==> src/rtl/core/srcu_pkg.sv <==
// Shared types, constants and microcode encoding for the send-rate update block.
// No dependencies; imported by every module of the block except srcu_divider.
package srcu_pkg;

   localparam int DEF_RATE_FRAC_BITS = 16;

   localparam int MICRO_W      = 20;
   localparam logic [MICRO_W-1:0] MICRO = 20'd1000000;
   localparam int RATE_W       = 32;
   localparam int SPACING_W    = 32;
   localparam int SPACING_FRAC = 8;
   localparam int QUEUE_W      = 20;
   localparam int GAIN_W       = 16;
   localparam int GAIN_FRAC    = 12;
   localparam int STEPSZ_W     = 10;
   localparam int DECF_W       = 12;
   localparam int INIT_W       = 20;

   localparam int CSR_INDEX_W  = 3;
   localparam int CSR_DATA_W   = 20;
   localparam int REQ_DATA_W   = 64;
   localparam int RSP_DATA_W   = 64;

   localparam logic [CSR_INDEX_W-1:0] CSR_CONTROL_MODE    = 3'd0;
   localparam logic [CSR_INDEX_W-1:0] CSR_RATE_STEP       = 3'd1;
   localparam logic [CSR_INDEX_W-1:0] CSR_DECREASE_FACTOR = 3'd2;
   localparam logic [CSR_INDEX_W-1:0] CSR_QUEUE_GAIN      = 3'd3;
   localparam logic [CSR_INDEX_W-1:0] CSR_PLAYBACK_GAIN   = 3'd4;
   localparam logic [CSR_INDEX_W-1:0] CSR_INITIAL_SPACING = 3'd5;

   localparam logic [STEPSZ_W-1:0]  RATE_STEP_RST  = 10'd1;
   localparam logic [DECF_W-1:0]    DECF_RST       = 12'd2048;
   localparam logic [GAIN_W-1:0]    QGAIN_RST      = 16'd410;
   localparam logic [GAIN_W-1:0]    PGAIN_RST      = 16'd4506;
   localparam logic [INIT_W-1:0]    INIT_SPACING_RST = 20'd90000;
   localparam logic [SPACING_W-1:0] SPACING_RST    =
      {{(SPACING_W-INIT_W-SPACING_FRAC){1'b0}}, INIT_SPACING_RST, {SPACING_FRAC{1'b0}}};

   typedef enum logic [1:0] {
      MODE_ADD,
      MODE_AIMD,
      MODE_PROP,
      MODE_PROP_PLAY
   } mode_type;

   typedef enum logic [2:0] {
      OP_WAIT_IN,
      OP_DIV,
      OP_MUL,
      OP_COMBINE,
      OP_EMIT
   } op_type;

   typedef enum logic [1:0] {
      DIV_CUR,
      DIV_PLAY,
      DIV_NEW
   } div_sel_type;

   typedef enum logic [1:0] {
      MUL_NONE,
      MUL_QERR,
      MUL_PERR,
      MUL_DEC
   } mul_sel_type;

   typedef enum logic [1:0] {
      WB_NONE,
      WB_EMAG,
      WB_BMAG,
      WB_DEC
   } wb_sel_type;

   localparam int STEP_W = 4;
   typedef logic [STEP_W-1:0] step_type;

   localparam step_type STEP_IDLE      = 4'd0;
   localparam step_type STEP_DIV_CUR   = 4'd1;
   localparam step_type STEP_DIV_PLAY  = 4'd2;
   localparam step_type STEP_MUL_QERR  = 4'd3;
   localparam step_type STEP_MUL_PERR  = 4'd4;
   localparam step_type STEP_MUL_DEC   = 4'd5;
   localparam step_type STEP_WB_DEC    = 4'd6;
   localparam step_type STEP_COMBINE   = 4'd7;
   localparam step_type STEP_DIV_NEW   = 4'd8;
   localparam step_type STEP_EMIT      = 4'd9;

   typedef struct packed {
      op_type      op;
      div_sel_type div_sel;
      mul_sel_type mul_sel;
      wb_sel_type  wb_sel;
      step_type    jump;
   } ucode_type;

endpackage

==> src/rtl/core/srcu_ucode_rom.sv <==
// Control store: one control word per program step of the rate update sequence.
// Depends on srcu_pkg.
module srcu_ucode_rom (
   input  srcu_pkg::step_type  step,
   output srcu_pkg::ucode_type ucode
);
   import srcu_pkg::*;

   always_comb begin
      ucode = '{op: OP_WAIT_IN, div_sel: DIV_CUR, mul_sel: MUL_NONE, wb_sel: WB_NONE,
                jump: STEP_IDLE};
      unique case (step)
         STEP_IDLE: begin
            ucode.op = OP_WAIT_IN;
         end
         STEP_DIV_CUR: begin
            ucode.op      = OP_DIV;
            ucode.div_sel = DIV_CUR;
         end
         STEP_DIV_PLAY: begin
            ucode.op      = OP_DIV;
            ucode.div_sel = DIV_PLAY;
         end
         STEP_MUL_QERR: begin
            ucode.op      = OP_MUL;
            ucode.mul_sel = MUL_QERR;
         end
         STEP_MUL_PERR: begin
            ucode.op      = OP_MUL;
            ucode.mul_sel = MUL_PERR;
            ucode.wb_sel  = WB_EMAG;
         end
         STEP_MUL_DEC: begin
            ucode.op      = OP_MUL;
            ucode.mul_sel = MUL_DEC;
            ucode.wb_sel  = WB_BMAG;
         end
         STEP_WB_DEC: begin
            ucode.op      = OP_MUL;
            ucode.wb_sel  = WB_DEC;
         end
         STEP_COMBINE: begin
            ucode.op   = OP_COMBINE;
            ucode.jump = STEP_EMIT;
         end
         STEP_DIV_NEW: begin
            ucode.op      = OP_DIV;
            ucode.div_sel = DIV_NEW;
         end
         STEP_EMIT: begin
            ucode.op   = OP_EMIT;
            ucode.jump = STEP_IDLE;
         end
         default: begin
            ucode.op = OP_WAIT_IN;
         end
      endcase
   end

endmodule

==> src/rtl/core/srcu_divider.sv <==
// Restoring divider, one quotient bit per cycle, shared by all reciprocal steps.
// Depends on srcu_pkg only through the instantiating module's widths.
module srcu_divider #(
   parameter int DIVIDEND_W = 44,
   parameter int DIVISOR_W  = 32
) (
   input  logic                  clock,
   input  logic                  reset,
   input  logic                  start,
   input  logic [DIVIDEND_W-1:0] dividend,
   input  logic [DIVISOR_W-1:0]  divisor,
   output logic                  done,
   output logic [DIVIDEND_W-1:0] quotient
);
   localparam int CNT_W = $clog2(DIVIDEND_W + 1);

   logic                  busy_ff, busy_in;
   logic                  done_ff, done_in;
   logic [CNT_W-1:0]      cnt_ff, cnt_in;
   logic [DIVISOR_W-1:0]  rem_ff, rem_in;
   logic [DIVISOR_W-1:0]  den_ff, den_in;
   logic [DIVIDEND_W-1:0] quo_ff, quo_in;
   logic [DIVISOR_W:0]    trial;
   logic [DIVISOR_W:0]    diff;

   always_comb begin
      trial   = {rem_ff, quo_ff[DIVIDEND_W-1]};
      diff    = trial - {1'b0, den_ff};
      busy_in = busy_ff;
      done_in = 1'b0;
      cnt_in  = cnt_ff;
      rem_in  = rem_ff;
      den_in  = den_ff;
      quo_in  = quo_ff;
      if (start) begin
         busy_in = 1'b1;
         cnt_in  = CNT_W'(DIVIDEND_W);
         rem_in  = '0;
         den_in  = divisor;
         quo_in  = dividend;
      end else if (busy_ff) begin
         if (trial >= {1'b0, den_ff}) begin
            rem_in = diff[DIVISOR_W-1:0];
            quo_in = {quo_ff[DIVIDEND_W-2:0], 1'b1};
         end else begin
            rem_in = trial[DIVISOR_W-1:0];
            quo_in = {quo_ff[DIVIDEND_W-2:0], 1'b0};
         end
         cnt_in = cnt_ff - CNT_W'(1);
         if (cnt_ff == CNT_W'(1)) begin
            busy_in = 1'b0;
            done_in = 1'b1;
         end
      end
   end

   always_ff @(posedge clock) begin
      if (reset) begin
         busy_ff <= 1'b0;
         done_ff <= 1'b0;
         cnt_ff  <= '0;
      end else begin
         busy_ff <= busy_in;
         done_ff <= done_in;
         cnt_ff  <= cnt_in;
      end
   end

   always_ff @(posedge clock) begin
      rem_ff <= rem_in;
      den_ff <= den_in;
      quo_ff <= quo_in;
   end

   assign done     = done_ff;
   assign quotient = quo_ff;

endmodule

==> src/rtl/core/send_rate_congestion_update.sv <==
// Top level of the send-rate update: config registers, microcode sequencer and datapath.
// Depends on srcu_pkg, srcu_ucode_rom and srcu_divider.
//
//   channel | ports                          | beat carries
//   req     | req_tvalid/tready/tdata        | one feedback report
//   rsp     | rsp_tvalid/tready/tdata/tuser  | new spacing, rate and floor flag
//   csr     | csr_valid/ready/index/data     | one register write
//
// Each report runs the bit-serial divider for three reciprocals (two when the rate is
// unchanged or floored); its dividend is 28+RATE_FRAC_BITS bits wide.
// Reset is synchronous; it loads register defaults and spacing = 90000 us.
// The result sits in an output register; a new report is taken while it waits,
// and the sequence holds at its last step only if that register is still full.
module send_rate_congestion_update #(
   parameter int RATE_FRAC_BITS = srcu_pkg::DEF_RATE_FRAC_BITS
) (
   input  logic                               clock,
   input  logic                               reset,
   input  logic                               req_tvalid,
   output logic                               req_tready,
   // [19:0] queue_now, [39:20] queue_target, [59:40] playback_spacing
   input  logic [srcu_pkg::REQ_DATA_W-1:0]    req_tdata,
   output logic                               rsp_tvalid,
   input  logic                               rsp_tready,
   // [31:0] spacing_us, [63:32] rate_pps
   output logic [srcu_pkg::RSP_DATA_W-1:0]    rsp_tdata,
   // [0] rate_floored
   output logic                               rsp_tuser,
   input  logic                               csr_valid,
   output logic                               csr_ready,
   input  logic [srcu_pkg::CSR_INDEX_W-1:0]   csr_index,
   input  logic [srcu_pkg::CSR_DATA_W-1:0]    csr_data
);
   import srcu_pkg::*;

   localparam int NUM_W   = MICRO_W + SPACING_FRAC + RATE_FRAC_BITS;
   localparam int QPROD_W = GAIN_W + QUEUE_W;
   localparam int E_W     = QPROD_W + RATE_FRAC_BITS - GAIN_FRAC;
   localparam int PROD_W  = GAIN_W + RATE_W;
   localparam int B_W     = PROD_W - GAIN_FRAC;
   localparam int MAXEB_W = (E_W > B_W) ? E_W : B_W;
   localparam int ACC_W   = MAXEB_W + 3;

   localparam logic [NUM_W-1:0] NUM_SPACING =
      NUM_W'(MICRO) << (SPACING_FRAC + RATE_FRAC_BITS);
   localparam logic [NUM_W-1:0] NUM_PLAY = NUM_W'(MICRO) << RATE_FRAC_BITS;

   // config registers
   mode_type            mode_ff;
   logic [STEPSZ_W-1:0] rate_step_ff;
   logic [DECF_W-1:0]   decf_ff;
   logic [GAIN_W-1:0]   qgain_ff;
   logic [GAIN_W-1:0]   pgain_ff;
   logic [INIT_W-1:0]   init_sp_ff;

   // sequencer
   step_type  step_ff, step_in;
   ucode_type uc;
   logic      div_run_ff, div_run_in;
   logic      div_start, div_done;
   logic [NUM_W-1:0]  div_quo;
   logic [NUM_W-1:0]  div_dividend;
   logic [RATE_W-1:0] div_divisor;
   logic [RATE_W-1:0] quo_sat;
   logic      in_beat, emit_ok, emit_fire;

   // datapath
   logic [QUEUE_W-1:0]   qnow_ff, qtgt_ff, pspace_ff;
   logic [SPACING_W-1:0] spacing_ff, spacing_in;
   logic [RATE_W-1:0]    cur_ff, cur_in;
   logic [RATE_W-1:0]    prate_ff, prate_in;
   logic [PROD_W-1:0]    prod_ff;
   logic [GAIN_W-1:0]    mul_a;
   logic [RATE_W-1:0]    mul_b;
   logic [E_W-1:0]       emag_ff, emag_in;
   logic [B_W-1:0]       bmag_ff, bmag_in;
   logic [RATE_W-1:0]    dec_ff, dec_in;
   logic [RATE_W-1:0]    res_rate_ff, res_rate_in;
   logic                 res_flag_ff, res_flag_in;
   logic [QPROD_W+RATE_FRAC_BITS-1:0] e_wide;
   logic                 q_less, q_more, cur_below;
   logic signed [ACC_W-1:0] acc, cur_ext, step_ext, e_ext, b_ext, dec_ext;
   logic                 change, floored;
   logic [RATE_W-1:0]    nr;

   logic                 rsp_tvalid_ff, rsp_tvalid_in;
   logic [SPACING_W-1:0] rsp_spacing_ff;
   logic [RATE_W-1:0]    rsp_rate_ff;
   logic                 rsp_flag_ff;

   srcu_ucode_rom u_rom (
      .step  (step_ff),
      .ucode (uc)
   );

   srcu_divider #(
      .DIVIDEND_W (NUM_W),
      .DIVISOR_W  (RATE_W)
   ) u_div (
      .clock    (clock),
      .reset    (reset),
      .start    (div_start),
      .dividend (div_dividend),
      .divisor  (div_divisor),
      .done     (div_done),
      .quotient (div_quo)
   );

   assign csr_ready  = !reset;
   assign req_tready = !reset && (uc.op == OP_WAIT_IN);
   assign in_beat    = req_tvalid && req_tready;
   assign emit_ok    = !rsp_tvalid_ff || rsp_tready;
   assign emit_fire  = (uc.op == OP_EMIT) && emit_ok;
   assign div_start  = (uc.op == OP_DIV) && !div_run_ff;

   always_ff @(posedge clock) begin
      if (reset) begin
         mode_ff      <= MODE_ADD;
         rate_step_ff <= RATE_STEP_RST;
         decf_ff      <= DECF_RST;
         qgain_ff     <= QGAIN_RST;
         pgain_ff     <= PGAIN_RST;
         init_sp_ff   <= INIT_SPACING_RST;
      end else if (csr_valid && csr_ready) begin
         unique case (csr_index)
            CSR_CONTROL_MODE:    mode_ff      <= mode_type'(csr_data[1:0]);
            CSR_RATE_STEP:       rate_step_ff <= csr_data[STEPSZ_W-1:0];
            CSR_DECREASE_FACTOR: decf_ff      <= csr_data[DECF_W-1:0];
            CSR_QUEUE_GAIN:      qgain_ff     <= csr_data[GAIN_W-1:0];
            CSR_PLAYBACK_GAIN:   pgain_ff     <= csr_data[GAIN_W-1:0];
            CSR_INITIAL_SPACING: init_sp_ff   <= csr_data[INIT_W-1:0];
            default: ;
         endcase
      end
   end

   // divider operands and saturated quotient
   always_comb begin
      unique case (uc.div_sel)
         DIV_CUR: begin
            div_dividend = NUM_SPACING;
            div_divisor  = spacing_ff;
         end
         DIV_PLAY: begin
            div_dividend = NUM_PLAY;
            div_divisor  = RATE_W'(pspace_ff);
         end
         default: begin
            div_dividend = NUM_SPACING;
            div_divisor  = res_rate_ff;
         end
      endcase
      quo_sat = (|div_quo[NUM_W-1:RATE_W]) ? '1 : div_quo[RATE_W-1:0];
   end

   // shared multiplier operands
   always_comb begin
      q_less    = qnow_ff < qtgt_ff;
      q_more    = qnow_ff > qtgt_ff;
      cur_below = cur_ff < prate_ff;
      unique case (uc.mul_sel)
         MUL_QERR: begin
            mul_a = qgain_ff;
            mul_b = q_less ? RATE_W'(qtgt_ff - qnow_ff) : RATE_W'(qnow_ff - qtgt_ff);
         end
         MUL_PERR: begin
            mul_a = pgain_ff;
            mul_b = cur_below ? (prate_ff - cur_ff) : (cur_ff - prate_ff);
         end
         MUL_DEC: begin
            mul_a = GAIN_W'(decf_ff);
            mul_b = cur_ff;
         end
         default: begin
            mul_a = '0;
            mul_b = '0;
         end
      endcase
   end

   // rate law
   always_comb begin
      cur_ext  = ACC_W'(cur_ff);
      step_ext = ACC_W'({rate_step_ff, {RATE_FRAC_BITS{1'b0}}});
      e_ext    = q_less ? ACC_W'(emag_ff) : -ACC_W'(emag_ff);
      b_ext    = cur_below ? ACC_W'(bmag_ff) : -ACC_W'(bmag_ff);
      dec_ext  = ACC_W'(dec_ff);
      acc      = cur_ext;
      change   = 1'b1;
      unique case (mode_ff)
         MODE_ADD: begin
            if (q_less) begin
               acc = cur_ext + step_ext;
            end else if (q_more) begin
               acc = cur_ext - step_ext;
            end else begin
               change = 1'b0;
            end
         end
         MODE_AIMD: begin
            if (q_less) begin
               acc = cur_ext + step_ext;
            end else if (q_more) begin
               acc = dec_ext;
            end else begin
               change = 1'b0;
            end
         end
         MODE_PROP: begin
            acc = cur_ext + e_ext;
         end
         default: begin
            acc = cur_ext + e_ext + b_ext;
         end
      endcase
      floored = change && (acc[ACC_W-1] || (acc == '0));
      nr      = (|acc[ACC_W-2:RATE_W]) ? '1 : acc[RATE_W-1:0];
   end

   // datapath register updates
   always_comb begin
      e_wide      = {prod_ff[QPROD_W-1:0], {RATE_FRAC_BITS{1'b0}}};
      spacing_in  = spacing_ff;
      cur_in      = cur_ff;
      prate_in    = prate_ff;
      emag_in     = emag_ff;
      bmag_in     = bmag_ff;
      dec_in      = dec_ff;
      res_rate_in = res_rate_ff;
      res_flag_in = res_flag_ff;
      if ((uc.op == OP_DIV) && div_done) begin
         unique case (uc.div_sel)
            DIV_CUR:  cur_in = quo_sat;
            DIV_PLAY: prate_in = (pspace_ff == '0) ? '0 : quo_sat;
            default:  spacing_in = quo_sat;
         endcase
      end
      if (uc.op == OP_MUL) begin
         unique case (uc.wb_sel)
            WB_EMAG: emag_in = e_wide[QPROD_W+RATE_FRAC_BITS-1:GAIN_FRAC];
            WB_BMAG: bmag_in = prod_ff[PROD_W-1:GAIN_FRAC];
            WB_DEC:  dec_in  = prod_ff[GAIN_FRAC+RATE_W-1:GAIN_FRAC];
            default: ;
         endcase
      end
      if (uc.op == OP_COMBINE) begin
         if (!change) begin
            res_rate_in = cur_ff;
            res_flag_in = 1'b0;
         end else if (floored) begin
            res_rate_in = '0;
            res_flag_in = 1'b1;
            spacing_in  = {{(SPACING_W-INIT_W-SPACING_FRAC){1'b0}}, init_sp_ff,
                           {SPACING_FRAC{1'b0}}};
         end else begin
            res_rate_in = nr;
            res_flag_in = 1'b0;
         end
      end
   end

   // sequencer next step
   always_comb begin
      step_in    = step_ff;
      div_run_in = div_run_ff;
      if (div_start) begin
         div_run_in = 1'b1;
      end else if (div_done) begin
         div_run_in = 1'b0;
      end
      unique case (uc.op)
         OP_WAIT_IN: step_in = in_beat ? step_ff + STEP_W'(1) : step_ff;
         OP_DIV:     step_in = div_done ? step_ff + STEP_W'(1) : step_ff;
         OP_MUL:     step_in = step_ff + STEP_W'(1);
         OP_COMBINE: step_in = (!change || floored) ? uc.jump : step_ff + STEP_W'(1);
         OP_EMIT:    step_in = emit_ok ? uc.jump : step_ff;
         default:    step_in = STEP_IDLE;
      endcase
      if (emit_fire) begin
         rsp_tvalid_in = 1'b1;
      end else if (rsp_tready) begin
         rsp_tvalid_in = 1'b0;
      end else begin
         rsp_tvalid_in = rsp_tvalid_ff;
      end
   end

   always_ff @(posedge clock) begin
      if (reset) begin
         step_ff       <= STEP_IDLE;
         div_run_ff    <= 1'b0;
         rsp_tvalid_ff <= 1'b0;
         spacing_ff    <= SPACING_RST;
      end else begin
         step_ff       <= step_in;
         div_run_ff    <= div_run_in;
         rsp_tvalid_ff <= rsp_tvalid_in;
         spacing_ff    <= spacing_in;
      end
   end

   always_ff @(posedge clock) begin
      if (in_beat) begin
         qnow_ff   <= req_tdata[QUEUE_W-1:0];
         qtgt_ff   <= req_tdata[2*QUEUE_W-1:QUEUE_W];
         pspace_ff <= req_tdata[3*QUEUE_W-1:2*QUEUE_W];
      end
      prod_ff     <= mul_a * mul_b;
      cur_ff      <= cur_in;
      prate_ff    <= prate_in;
      emag_ff     <= emag_in;
      bmag_ff     <= bmag_in;
      dec_ff      <= dec_in;
      res_rate_ff <= res_rate_in;
      res_flag_ff <= res_flag_in;
      if (emit_fire) begin
         rsp_spacing_ff <= spacing_ff;
         rsp_rate_ff    <= res_rate_ff;
         rsp_flag_ff    <= res_flag_ff;
      end
   end

   assign rsp_tvalid = rsp_tvalid_ff;
   assign rsp_tdata  = {rsp_rate_ff, rsp_spacing_ff};
   assign rsp_tuser  = rsp_flag_ff;

endmodule

==> config.mk <==
export PLATFORM = sky130hd
export DESIGN_NAME = send_rate_congestion_update
export DESIGN_NICKNAME = d
export VERILOG_FILES = /design/src/rtl/core/srcu_pkg.sv /design/src/rtl/core/srcu_ucode_rom.sv /design/src/rtl/core/srcu_divider.sv /design/src/rtl/core/send_rate_congestion_update.sv
export SDC_FILE = /design/constraint.sdc
export NUM_CORES = 2
export LEC_CHECK = 0
export BUFFER_PORTS_ARGS = -buffer_cell sky130_fd_sc_hd__clkbuf_2
export CORE_MARGIN = 4
export CORE_UTILIZATION = 62
export CTS_CLUSTER_DIAMETER = 50
export DETAILED_ROUTE_END_ITERATION = 7
export PLACE_DENSITY = 0.86
export SLEW_MARGIN = 20
export SYNTH_ARGS = -nofsm -noshare
export SYNTH_HDL_FRONTEND = slang
export SYNTH_SLANG_ARGS = --single-unit
export TNS_END_PERCENT = 50
==> constraint.sdc <==
create_clock -name clock -period 22.2 [get_ports clock]
set_clock_uncertainty 0.2 [all_clocks]
set_input_delay 5.55 -clock clock [delete_from_list [all_inputs] [get_ports clock]]
set_output_delay 5.55 -clock clock [all_outputs]
set_load 0.02 [all_outputs]
==> results.sh <==
export IMPL_gp_congestion=1.03
export IMPL_crit_top_cell="fa_1"
export IMPL_p_int_mw=2.77
export IMPL_final_cell_mix="inv_1, nand2_1, nor2_1, fa_1, edfxtp_1"
export IMPL_synthFlopType="edfxtp_1"
export IMPL_grt_max_degree=95
export IMPL_routed_wl_um=187000
export IMPL_cts_hold_buf=0
export IMPL_grt_pass1_vias=45600
export IMPL_drive_above_1_share_pct=7.75
export IMPL_cp_arrival_ns=14.11
export IMPL_outcome="complete, no violations"
export IMPL_wl_per_cell_um=25.7
export IMPL_max_clock_path_buffers=3
export IMPL_async_reset_ff_share_pct=0
export IMPL_root_buffer="clkbuf_16"
export IMPL_clock_sinks=604
export IMPL_htree_levels=3
export IMPL_route_vias_total=47400
export IMPL_total_leakage_power_nw=25.5
export IMPL_seqPwrFrac_pct=32.6
export IMPL_stdcell_count=7266
export IMPL_antenna_found_initial=15
export IMPL_first_iter_violations=6150
export IMPL_worstSetupPathType="reg2reg"
export IMPL_critPathMaxFanout=47
export IMPL_hpwlAfterDp_um=143000
export IMPL_cellPowerDensity_mw_per_mm2=77.8
export IMPL_synth_edf_count=402
export IMPL_crit_slowest_cell="edfxtp_1"
export IMPL_netlist_area_mm2=0.0539
export IMPL_start_util_pct=62.9
export IMPL_switching_share_pct=39.1
export IMPL_yosysTopAreaCell="edfxtp_1"
export IMPL_drv_slew=0
export IMPL_die_h_um=303
export IMPL_netlist_instances=6023
export IMPL_insertion_delay_ns=0.67
export IMPL_globalRouteTotalUtil_pct=40.3
export IMPL_worstMarginPinSlew_ns=1.25
export IMPL_cts_buffers_inserted=76
export IMPL_nets=6927
export IMPL_drtAntennaViolNets=0
export IMPL_post_cts_buffers=0
export IMPL_min_path_type="reg2reg"
export IMPL_r2r_slack_ns=8.50
export IMPL_worstSetupEndpointType="register"
export IMPL_synth_distinct_cells=98
export IMPL_irDropWorstVdd_v=0.0000958
export IMPL_netSwitchingPower_mw=1.78
export IMPL_num_rows=107
export IMPL_final_common_cell="inv_1"
export IMPL_avgSynthCellArea_um2=8.95
export IMPL_placed_area_mm2=0.0558
export IMPL_synth_net_count=6897
export IMPL_fmax_ghz=0.0730
export IMPL_timing_final_crit_share_pct=61.7
export IMPL_comb_power_share_pct=39.6
export IMPL_required_ns=22.60
export IMPL_final_area_mm2=0.0585
export IMPL_max_slew_margin_pct=16.9
export IMPL_setup_tns_ns=0
export IMPL_die_w_um=303
export IMPL_hold_viol=0
export IMPL_overflow=0
export IMPL_rsz0062_at_grt="false"
export IMPL_die_area_mm2=0.0917
export IMPL_start_kind="register"
export IMPL_synth_top_area_share_pct=22.4
export IMPL_yosysSeqAreaShare_pct=29.9
export IMPL_finalCriticalPeriod_ns=13.70
export IMPL_dp_cells=7119
export IMPL_power_frac_clock_pct=27.8
export IMPL_vias_per_cell=6.52
export IMPL_drv_cap=0
export IMPL_firstDrtPassIters=8
export IMPL_path_clk_slew_ns=0.06
export IMPL_grt_pass1_wl_um=277000
export IMPL_cts_tree="yes"
export IMPL_synth_area_leaders="edfxtp_1, fa_1, ha_1"
export IMPL_yosysWarnings=0
export IMPL_area_growth_pct=8.45
export IMPL_ctsResizeCount=0
export IMPL_fin_util_pct=68.2
export IMPL_report_final_setup_viol=0
export IMPL_io_pin_count=160
export IMPL_portBuffers=155
export IMPL_core_area_mm2=0.0857
export IMPL_drc=0
export IMPL_cpPeakStageDelay_ns=0.82
export IMPL_ys_seq_elements=604
export IMPL_power_mw=4.55
==> power by group through the flow <==
stage	sequential (mW)	combinational, mW	clock (mW)
2_1_floorplan	1.46	1.28	0
3_5_place_dp	1.49	1.72	0
6_report	1.48	1.80	1.27
3_3_place_gp	1.49	1.67	0
5_1_grt	1.49	1.94	1.32
4_1_cts	1.48	1.75	1.27
==> per-stage QoR <==
stage / setup slack [ns] / hold WS [ns]
2_1_floorplan: 9.60 / 0.186
4_1_cts: 8.89 / 0.202
5_1_grt: 8.23 / 0.209
3_5_place_dp: 8.97 / 0.189
3_3_place_gp: 8.98 / 0.186
6_report: 8.50 / 0.202
==> final cells by class <==
cell class / instances / area (µm²)
multi-input combinational: 4364 / 33900
fill: 6619 / 27200
sequential: 604 / 16100
inverter: 741 / 2780
clock buffer: 94 / 2060
timing repair buffer: 266 / 1610
tap: 1144 / 1430
clock inverter: 46 / 543
antenna: 7 / 17.5
==> state kept, by name, summed over array words and instances, names as in the netlist, 20 cells and up <==
name / cells
bmag_ff: 36
cur_ff: 32
dec_ff: 32
emag_ff: 36
init_sp_ff: 20
prate_ff: 32
prod_ff: 48
pspace_ff: 20
qnow_ff: 20
qtgt_ff: 20
res_rate_ff: 32
rsp_rate_ff: 32
rsp_spacing_ff: 32
spacing_ff: 32
u_div.den_ff: 32
u_div.quotient: 44
u_div.rem_ff: 32
==> per-layer routing <==
metal	share of wire [%]	wire, µm	vias to the layer above	track usage, %
li1	-	-	20700	-
met1	36	66900	22700	51.5
met2	44	82500	3227	62.0
met3	12	22500	770	9.09
met4	8.1	15100	10	26.0
met5	0.066	124	-	0
==> Yosys cell counts (all sizes together), types with 22 or more instances <==
cell     count
nor2b       41
xnor2      159
nor3       100
a221oi      27
a21oi      379
and2       116
nor4        47
xor2        94
nand2      666
and3        60
fa         427
a31oi       45
a21o       161
clkbuf     277
or3         25
dfxtp      202
mux2i      102
nand4       60
nor2       519
inv        740
a2111oi     30
ha         355
buf         37
o21bai      41
o21ai      250
o211ai      57
a211oi      47
a22oi       22
edfxtp     402
nand3      138
o21a        36
nand2b      44
==> logic make-up after synthesis <==
logic type | Yosys count | share of synthesized area [%]
buffers and inverters | 1055 | 7.44
xor gates and xnor gates | 253 | 4.11
AOI/OAI and AO/OA | 1325 | 16.2
adders and majority gates | 782 | 24.1
DFF | 604 | 29.9
muxes | 111 | 2.08
and+or+nand+nor | 1893 | 16.2
==> final timing paths <==
check,startpoint,endpoint,depth (start not counted)
worst max register to register,cur_ff[16],prod_ff[46],38
worst min register to register,prod_ff[4],emag_ff[8],0
worst min-delay path,prod_ff[4],emag_ff[8],0
worst max-delay path,cur_ff[16],prod_ff[46],38
==> critical path: cells and delay by family, from the launching register on <==
kind	cells	cell delay, ns
XOR/XNOR	2	0.25
AND/OR/NAND/NOR	6	1.24
flip-flops	1	0.82
buffers and inverters	5	0.97
AO/OA/AOI/OAI	17	5.92
adder cells (fa/ha/maj)	8	4.14
No activity file was read; power rests on OpenSTA's default activity.
